`config.mk`:
```
export PLATFORM = sky130hd
export DESIGN_NAME = letter_histogram_top_n_top
export DESIGN_NICKNAME = d
export VERILOG_FILES = /design/src/lhist_pkg.sv /design/src/lhist_ctrl.sv /design/src/lhist_dp.sv /design/src/letter_histogram_top_n_top.sv
export SDC_FILE = /design/constraint.sdc
export NUM_CORES = 1
export LEC_CHECK = 0
export ABC_AREA = 1
export BUFFER_PORTS_ARGS = -buffer_cell sky130_fd_sc_hd__buf_4
export CAP_MARGIN = 40
export CELL_PAD_IN_SITES_DETAIL_PLACEMENT = 1
export CELL_PAD_IN_SITES_GLOBAL_PLACEMENT = 1
export CORE_ASPECT_RATIO = 2
export CORE_MARGIN = 3
export CORE_UTILIZATION = 50
export DETAILED_ROUTE_END_ITERATION = 8
export PLACE_DENSITY_LB_ADDON = 0.08
export SYNTH_ARGS = -nofsm -noshare
export SYNTH_HDL_FRONTEND = slang
export SYNTH_SLANG_ARGS = --single-unit
```
`constraint.sdc`:
```
create_clock -name clk -period 4.89 [get_ports clk]
set_input_delay 0.2445 -clock clk [delete_from_list [all_inputs] [get_ports clk]]
set_output_delay 0.2445 -clock clk [all_outputs]
set_load 0.03 [all_outputs]
```
`src/lhist_pkg.sv`:
```
package lhist_pkg;

  localparam int LETTERS   = 26;
  localparam int CNT_W     = 10;
  localparam int IDX_W     = 5;
  localparam int TOP_RESET = 5;

  typedef logic [CNT_W-1:0] count_t;
  typedef logic [IDX_W-1:0] idx_t;

  localparam count_t COUNT_MAX = {CNT_W{1'b1}};
  localparam idx_t   LAST_IDX  = IDX_W'(LETTERS - 1);
  localparam idx_t   NUM_LETTERS = IDX_W'(LETTERS);

  typedef enum logic [1:0] {
    ST_IDLE,
    ST_SCAN,
    ST_EMIT,
    ST_CLEAR
  } state_t;

  // Controller to datapath
  typedef struct packed {
    logic count_en;
    logic scan;
    logic emit;
    logic clear;
  } cmd_t;

  // Datapath to controller
  typedef struct packed {
    logic scan_done;
    logic last_report;
    logic no_report;
    logic out_free;
  } sts_t;

  typedef struct packed {
    logic hit;
    idx_t idx;
  } letter_t;

  // Map a byte to its letter number, case-insensitive
  function automatic letter_t letter_of(logic [7:0] byte_in);
    letter_t r;
    r.hit = 1'b0;
    r.idx = '0;
    if (byte_in >= 8'h61 && byte_in <= 8'h7a) begin
      r.hit = 1'b1;
      r.idx = IDX_W'(byte_in - 8'h61);
    end else if (byte_in >= 8'h41 && byte_in <= 8'h5a) begin
      r.hit = 1'b1;
      r.idx = IDX_W'(byte_in - 8'h41);
    end
    return r;
  endfunction

endpackage

```
`src/lhist_ctrl.sv`:
```
module lhist_ctrl (
  input  logic                clk,
  input  logic                rst,
  input  logic                in_valid,
  input  logic                end_of_text,
  input  lhist_pkg::sts_t     sts,
  output lhist_pkg::cmd_t     cmd,
  output logic                in_stall
);
  import lhist_pkg::*;

  state_t state, state_next;

  always_ff @(posedge clk) begin
    if (rst) begin
      state <= ST_IDLE;
    end else begin
      state <= state_next;
    end
  end

  always_comb begin
    state_next = state;
    cmd        = '0;
    in_stall   = 1'b1;
    case (state)
      ST_IDLE: begin
        in_stall     = 1'b0;
        cmd.count_en = in_valid;
        if (in_valid && end_of_text) begin
          state_next = sts.no_report ? ST_CLEAR : ST_SCAN;
        end
      end
      ST_SCAN: begin
        cmd.scan = 1'b1;
        if (sts.scan_done) begin
          state_next = ST_EMIT;
        end
      end
      ST_EMIT: begin
        if (sts.out_free) begin
          cmd.emit   = 1'b1;
          state_next = sts.last_report ? ST_CLEAR : ST_SCAN;
        end
      end
      ST_CLEAR: begin
        cmd.clear  = 1'b1;
        state_next = ST_IDLE;
      end
      default: begin
        state_next = ST_IDLE;
      end
    endcase
  end

endmodule

```
`src/lhist_dp.sv`:
```
module lhist_dp (
  input  logic                clk,
  input  logic                rst,
  input  lhist_pkg::cmd_t     cmd,
  output lhist_pkg::sts_t     sts,
  input  logic [7:0]          char_code,
  input  logic                cfg_valid,
  input  logic [4:0]          cfg_data,
  input  logic                out_stall,
  output logic                out_valid,
  output logic [4:0]          letter_index,
  output logic [9:0]          letter_count,
  output logic                final_result
);
  import lhist_pkg::*;

  count_t  counts [LETTERS];
  idx_t    top_count;
  idx_t    reported;
  idx_t    scan_idx;
  idx_t    best_idx;
  count_t  best_cnt;
  idx_t    n_eff;
  count_t  cnt_sel;
  letter_t lt;
  logic    any_count;

  assign lt      = letter_of(char_code);
  assign n_eff   = (top_count > NUM_LETTERS) ? NUM_LETTERS : top_count;
  assign cnt_sel = counts[scan_idx];

  assign sts.scan_done   = (scan_idx == LAST_IDX);
  assign sts.last_report = (reported + 1'b1 == n_eff);
  assign sts.no_report   = (n_eff == '0);
  assign sts.out_free    = !out_valid || !out_stall;

  always_ff @(posedge clk) begin
    if (rst) begin
      top_count <= IDX_W'(TOP_RESET);
    end else if (cfg_valid) begin
      top_count <= cfg_data;
    end
  end

  // One counter per letter
  always_ff @(posedge clk) begin
    for (int i = 0; i < LETTERS; i++) begin
      if (rst || cmd.clear) begin
        counts[i] <= '0;
      end else if (cmd.emit && best_idx == IDX_W'(i)) begin
        counts[i] <= '0;
      end else if (cmd.count_en && lt.hit && lt.idx == IDX_W'(i) &&
                   counts[i] != COUNT_MAX) begin
        counts[i] <= counts[i] + 1'b1;
      end
    end
  end

  // Linear max scan, strict compare keeps the lowest letter on ties
  always_ff @(posedge clk) begin
    if (rst || cmd.clear) begin
      scan_idx <= '0;
    end else if (cmd.scan) begin
      scan_idx <= sts.scan_done ? '0 : scan_idx + 1'b1;
    end
  end

  always_ff @(posedge clk) begin
    if (cmd.scan && (scan_idx == '0 || cnt_sel > best_cnt)) begin
      best_idx <= scan_idx;
      best_cnt <= cnt_sel;
    end
  end

  always_ff @(posedge clk) begin
    if (rst || cmd.clear) begin
      reported <= '0;
    end else if (cmd.emit) begin
      reported <= reported + 1'b1;
    end
  end

  always_ff @(posedge clk) begin
    if (rst) begin
      out_valid <= 1'b0;
    end else if (cmd.emit) begin
      out_valid <= 1'b1;
    end else if (!out_stall) begin
      out_valid <= 1'b0;
    end
  end

  always_ff @(posedge clk) begin
    if (cmd.emit) begin
      letter_index <= best_idx;
      letter_count <= best_cnt;
      final_result <= sts.last_report;
    end
  end

  always_comb begin
    any_count = 1'b0;
    for (int i = 0; i < LETTERS; i++) begin
      any_count = any_count | (counts[i] != '0);
    end
  end

  a_emit_scan_wrapped: assert property (@(posedge clk) disable iff (rst)
    cmd.emit |-> scan_idx == '0)
    else $error("result taken before scan wrapped");

  a_emit_in_range: assert property (@(posedge clk) disable iff (rst)
    cmd.emit |-> reported < n_eff)
    else $error("more results than requested");

  a_clear_empties: assert property (@(posedge clk) disable iff (rst)
    cmd.clear |=> !any_count && reported == '0)
    else $error("counters not cleared");

  a_emit_no_overwrite: assert property (@(posedge clk) disable iff (rst)
    cmd.emit |-> (!out_valid || !out_stall))
    else $error("output register overwritten");

endmodule

```
`src/letter_histogram_top_n_top.sv`:
```
// Counting: one byte per cycle, accepted whenever the block is idle.
// Report: for each reported letter, a linear scan of all 26 counters, then the
//   output register is loaded; the load waits while the full output register stalls.
// After the last letter, the clear state empties all counters; the next text may then start.
// Reset (synchronous, active high): counters cleared, top_count set to 5,
//   output register empty.
module letter_histogram_top_n_top (
  input  logic       clk,
  input  logic       rst,
  // byte stream
  input  logic       in_valid,
  output logic       in_stall,
  input  logic [7:0] char_code,
  input  logic       end_of_text,
  // result stream
  output logic       out_valid,
  input  logic       out_stall,
  output logic [4:0] letter_index,
  output logic [9:0] letter_count,
  output logic       final_result,
  // top_count register write
  input  logic       cfg_valid,
  output logic       cfg_ready,
  input  logic [4:0] cfg_data
);
  import lhist_pkg::*;

  cmd_t cmd;
  sts_t sts;

  // The register takes a write transaction in any cycle; software must write it
  // only between texts, and the block itself does not enforce this.
  assign cfg_ready = 1'b1;

  // Controller: sequence count, scan, emit and clear phases.
  lhist_ctrl u_ctrl (
    .clk         (clk),
    .rst         (rst),
    .in_valid    (in_valid),
    .end_of_text (end_of_text),
    .sts         (sts),
    .cmd         (cmd),
    .in_stall    (in_stall)
  );

  // Datapath: letter counters, max scan and the output register.
  lhist_dp u_dp (
    .clk          (clk),
    .rst          (rst),
    .cmd          (cmd),
    .sts          (sts),
    .char_code    (char_code),
    .cfg_valid    (cfg_valid && cfg_ready),
    .cfg_data     (cfg_data),
    .out_stall    (out_stall),
    .out_valid    (out_valid),
    .letter_index (letter_index),
    .letter_count (letter_count),
    .final_result (final_result)
  );

endmodule
```
Word level (Yosys, flattened, before mapping)
Memories as Yosys holds them, arrays and structs flattened. A register that Yosys moved wholly into a read port is not among the register bits. Index checks and enable logic that the tools add are counted.

$add $sub $neg: 30. $mul: 0. Divide/modulo/power cells: 0. Order comparisons: 6. Equality and inequality tests: 85. Shift-type cells: 0. Mux-type cells: 256. Bitwise logic cells: 52. Reductions and logical operators: 94.

Operators by type and width (count): 10-bit two-way mux (52); 10-bit by 1-bit adder with 10-bit output, second input constant (26); 10-bit inequality test, second input constant (26); 1-bit two-way mux (192); 5-bit equality test, second input constant (21); 1-bit logical AND (83); 5-bit by 4-bit equality test with 1-bit output, second input constant (16); 1-bit OR (52); 5-bit by 3-bit equality test with 1-bit output, second input constant (8); 5-bit by 2-bit equality test with 1-bit output, second input constant (4); 5-bit zero test (4); 5-bit two-way mux (4); 8-bit by 7-bit greater-or-equal comparator with 1-bit output, second input constant (2); 8-bit by 7-bit <= comparator with 1-bit output, second input constant (2); 6-bit two-way mux (2); 5-bit by 1-bit adder with 5-bit output, second input constant (2); 5-bit by 1-bit equality test with 1-bit output, second input constant (2); 10-bit greater-than comparator (1); 2-bit two-way mux (5); 5-bit by 1-bit subtractor with 5-bit output, second input constant (2); 2-bit one-hot mux with 4 select lines (1); 2-bit by 1-bit inequality test with 1-bit output, second input constant (3); 5-bit equality test (1); 5-bit greater-than comparator, second input constant (1); other kinds (7) (11).

Register bits: 49. Latch bits: 0. Memory bits (writable): 260. Memory bits (read-only): 0. Bits of input ports: 19. Output and inout port bits: 19. Word-level logic and storage cells: 534. Memories: 1.

Memory list: u_dp.counts (words 26, bits a word 10, rd ports 27, clocked after Yosys merged registers in 1, write ports 26, RTL line lhist_dp.sv:17) `count_t counts [LETTERS];`.

Logic depth before layout (Yosys ltp)
Depth in word-level cells: 12. Depth in mapped cells: 17. Gate-level depth less buffers: 15.

By module
Synthesis repeated with hierarchy kept, for this count alone.

Cells, all modules: 2242. Area, all modules: 18970.7 um^2.

By module, submodules not included: lhist_dp (times used 1, cells each 2214, area each 18801.8 um^2, seq. area each 9158.8 um^2); lhist_ctrl (times used 1, cells each 26, area each 157.7 um^2, seq. area each 40.0 um^2); letter_histogram_top_n_top (times used 1, cells each 2, area each 11.3 um^2, seq. area each 0.0 um^2).

Least setup slack after synthesis
Ideal clock, no wire load.

Path kind: reg-to-reg. From: reg with a tool-made name. To: reg u_dp.best_cnt[0] (enable). Setup time: 0.392 ns. Arrival: 2.857 ns. Required time: 4.498 ns. Slack: 1.642 ns. Stages on the path, launching flop included: 18. Path buffers: 2. Clock period less this slack: 3.248 ns. Path through: dfxtp_1 -> inv_1 -> buf_2 -> clkbuf_1 -> a21oi_1 -> o21ai_0 -> nand3_1 -> nand3_1 -> nand2_1 -> nand2_1 -> nand2_1 -> ha_1 -> nand2_1 -> nor2_1 -> o211ai_1 -> o2111ai_1 -> nand2_1 -> a21oi_1.

RTL lines: to (signal assigned) (RTL line lhist_dp.sv:71) `best_cnt <= cnt_sel;`; to (decl) (RTL line lhist_dp.sv:22) `count_t best_cnt;`.

==> metrics <==
Core Util, Final=55.3%; Distinct cells, synth=44; CP most frequent cell=nand2_1; Mapped Area=18700 µm²; most area-consuming cells after synthesis=edfxtp_1 47%, nor2_1 9.3%, xor2_1 6.9%; FF-to-FF path depth=17; DRC violation count after routing=0; area of the multi-input gates=about 8300 µm²; Initial Utilization=50.9%; FMAX=between 200 and 300 MHz; Max IR drop VDD=~320 µV; sequential power share=44.8%; relative slew slack=38.6%; Clk pin slew, worst setup/hold paths=0.06 ns; Crit Path Category=flop to flop; area leader, netlist=edfxtp_1; setup violators final=0; # port buffers=36; vias in the first global route=16.1k; total grt overflow=0; # diodes=0; most frequent cells in the layout=461 x nor2_1, 291 x edfxtp_1, 239 x nand2_1, 195 x inv_1, 162 x o21ai_0; largest net degree at the start of global routing=110; average size of a mapped cell=8.76 µm²; share of layout cells above drive strength 1=6.99%; Vias/cell=5.73; post-DR wirelength/cell=22.2 µm; Final min period=3.73 ns; P_leak=around 7.8 nW; HPWL after DPL=44400 µm; DRT Pass-1 Iters=5; full die area=about 40000 µm²; P&R area growth vs syn=8.57%; Gate Count Post-Synth=2131; WP data required=slightly above 5 ns; Yosys reg bits=314; Clk pwr share=28.6%; total core area=36700 µm²; DR vias=15.0k; Inserted Clock Buffers=31; count of pins over their slew limit=0; internal power=5.33 mW; most common cell after layout, fill and taps aside=nor2_1; initial antenna violation count=0; routed wire length=58000 µm; final hold violation count=0; nets@finish=2200; combinational share of power=26.6%; Die Y=about 280 µm; CP max stage delay=0.57 ns; Pwr Density=roughly 400 nW/µm²; Critical Path, Cell by Cell=inv_4 -> buf_4 -> a21oi_1 -> o21ai_0 -> nand3_1 -> nand3_1 -> nand2_1 -> nand2_1 -> nand2_1 -> ha_1 -> nand2_1 -> nor2_1 -> o211ai_1 -> o2111ai_1 -> nand2_1 -> a21oi_1 -> buf_4; first-pass GRT wire length=89600 µm; Switch Pwr=a little over 3 mW; H-tree levels=1; Sw Share=36.2%; Setup TNS=0 ns; worst path bufs/invs=3; WP depth=17; IO Pins=38; clk_skew=0.0172 ns; DRT antenna net count=0; fill count=4327; Clock Sinks=between 300 and 400; FF+latch area=a little over 9000 µm²; Worst Path Max Fanout=84; row count=99; Max-Cap Viols=0; WHS Path Cells=3; initial DRC count=~960; HP Class=input port to flop; Synth warnings=0; Worst Tran Pin Value=0.911 ns; outcome=finished clean; root buf cell=clkbuf_16; Critical Path Start Type=flop; Synth top area share=46.8%; DIE WIDTH=143 µm; Data arrival, critical path=4.00 ns; RSZ-0062 raised after global routing=false; syn_nets=~2.2k; Max Root-Sink Buffers=3; Place WS=1.24 ns; post_cts resized=0; CTS tree=built; Global Route Usage Sum=29.1%; Worst path top cell family by delay=buffers and inverters; Final Cycle Share=76.4%; GPL Wtd Cong=0.956; register area share after synthesis=49.3%; Slowest cell on crit path=inv_4; post-route worst setup slack=1.16 ns; clock insertion delay at the later pin of the skew report=roughly 0.6 ns; critical path endpoint category=flop
-- flip-flops by register name (all words and copies together) (netlist names), named ones only --
signal             count
u_dp.counts          260
u_dp.reported          5
u_dp.scan_idx          5
u_dp.out_valid         1
u_dp.letter_count     10
u_ctrl.state           2
u_dp.final_result      1
u_dp.best_idx          5
u_dp.best_cnt         10
u_dp.letter_index      5
u_dp.top_count         5
-- routing by layer --
layer	GRT usage, %	wire length (µm)
met1	29.3	19900
met2	57.0	32500
met3	2.78	1950
met4	15.6	3790
met5	0	0
-- power by group through the flow --
stage / clock network [mW] / registers (mW) / logic (mW)
4_1_cts: 2.43 / 3.74 / 2.21
5_1_grt: 2.51 / 3.79 / 2.45
3_3_place_gp: 0 / 3.78 / 2.13
6_report: 2.39 / 3.74 / 2.22
3_5_place_dp: 0 / 3.79 / 2.19
2_1_floorplan: 0 / 3.69 / 1.42
-- Yosys cell counts, drive strengths merged --
master / number
a211oi: 1
a21oi: 75
a22oi: 2
a31oi: 3
and3: 1
buf: 43
clkbuf: 41
clkinv: 1
conb: 1
dfxtp: 23
edfxtp: 291
ha: 43
inv: 206
nand2: 245
nand3: 163
nand3b: 13
nand4: 28
nor2: 486
nor3: 26
nor3b: 2
nor4: 6
o2111ai: 1
o211ai: 23
o21ai: 166
o221ai: 26
o22ai: 3
or2: 2
xnor2: 62
xor2: 148
-- kinds of logic (layout without fill, tap and decap cells) --
| group | after synthesis | count (layout) | synth area share (%) |
|---|---|---|---|
| compound gates | 300 | 300 | 9.06 |
| xor+xnor | 210 | 210 | 9.85 |
| fa+ha+maj | 43 | 43 | 2.88 |
| buf+inv | 291 | 320 | 6.35 |
| flops | 314 | 314 | 49.3 |
| other cells | 1 | 1 | 0.0201 |
| simple gates | 972 | 972 | 22.6 |
-- final timing paths --
check	from	end	slack, ns
min	out_stall	u_dp.out_valid	0.06
max	flop	u_dp.best_cnt[1]	1.16
min reg2reg	u_dp.scan_idx[3]	u_dp.best_idx[3]	0.51
max reg2reg	flop	u_dp.best_cnt[1]	1.16
-- per-stage QoR --
step	cells	cell area (µm²)	total power, mW	hold WS, ns
4_1_cts	2614	20300	8.39	0.0538
3_3_place_gp	2552	19200	5.92	0.465
3_5_place_dp	2552	19200	5.98	0.479
6_report	2614	20300	8.36	0.0638
5_1_grt	2614	20300	8.75	0.0885
2_1_floorplan	2131	18700	5.11	0.314
-- what timing repair did --
item,4_1_cts,5_1_grt
hold buffers,7,0
endpoints found under the setup margin,0,0
buffers inserted,0,0
endpoints found under the hold margin,6,0
-- worst min-delay path, stage by stage --
cell,delay (ns)
buf_4,0.07
nand2_1,0.12
a21oi_1,0.16
-- cell type report --
cell class,instances,share of cell area (%)
timing repair buffer,58,2.30
clock inverter,16,0.784
inverter,207,3.85
sequential,314,45.4
clock buffer,39,3.97
multi-input combinational,1526,40.9
tap,454,2.80
Note: power is estimated with default switching activity, not from simulation.
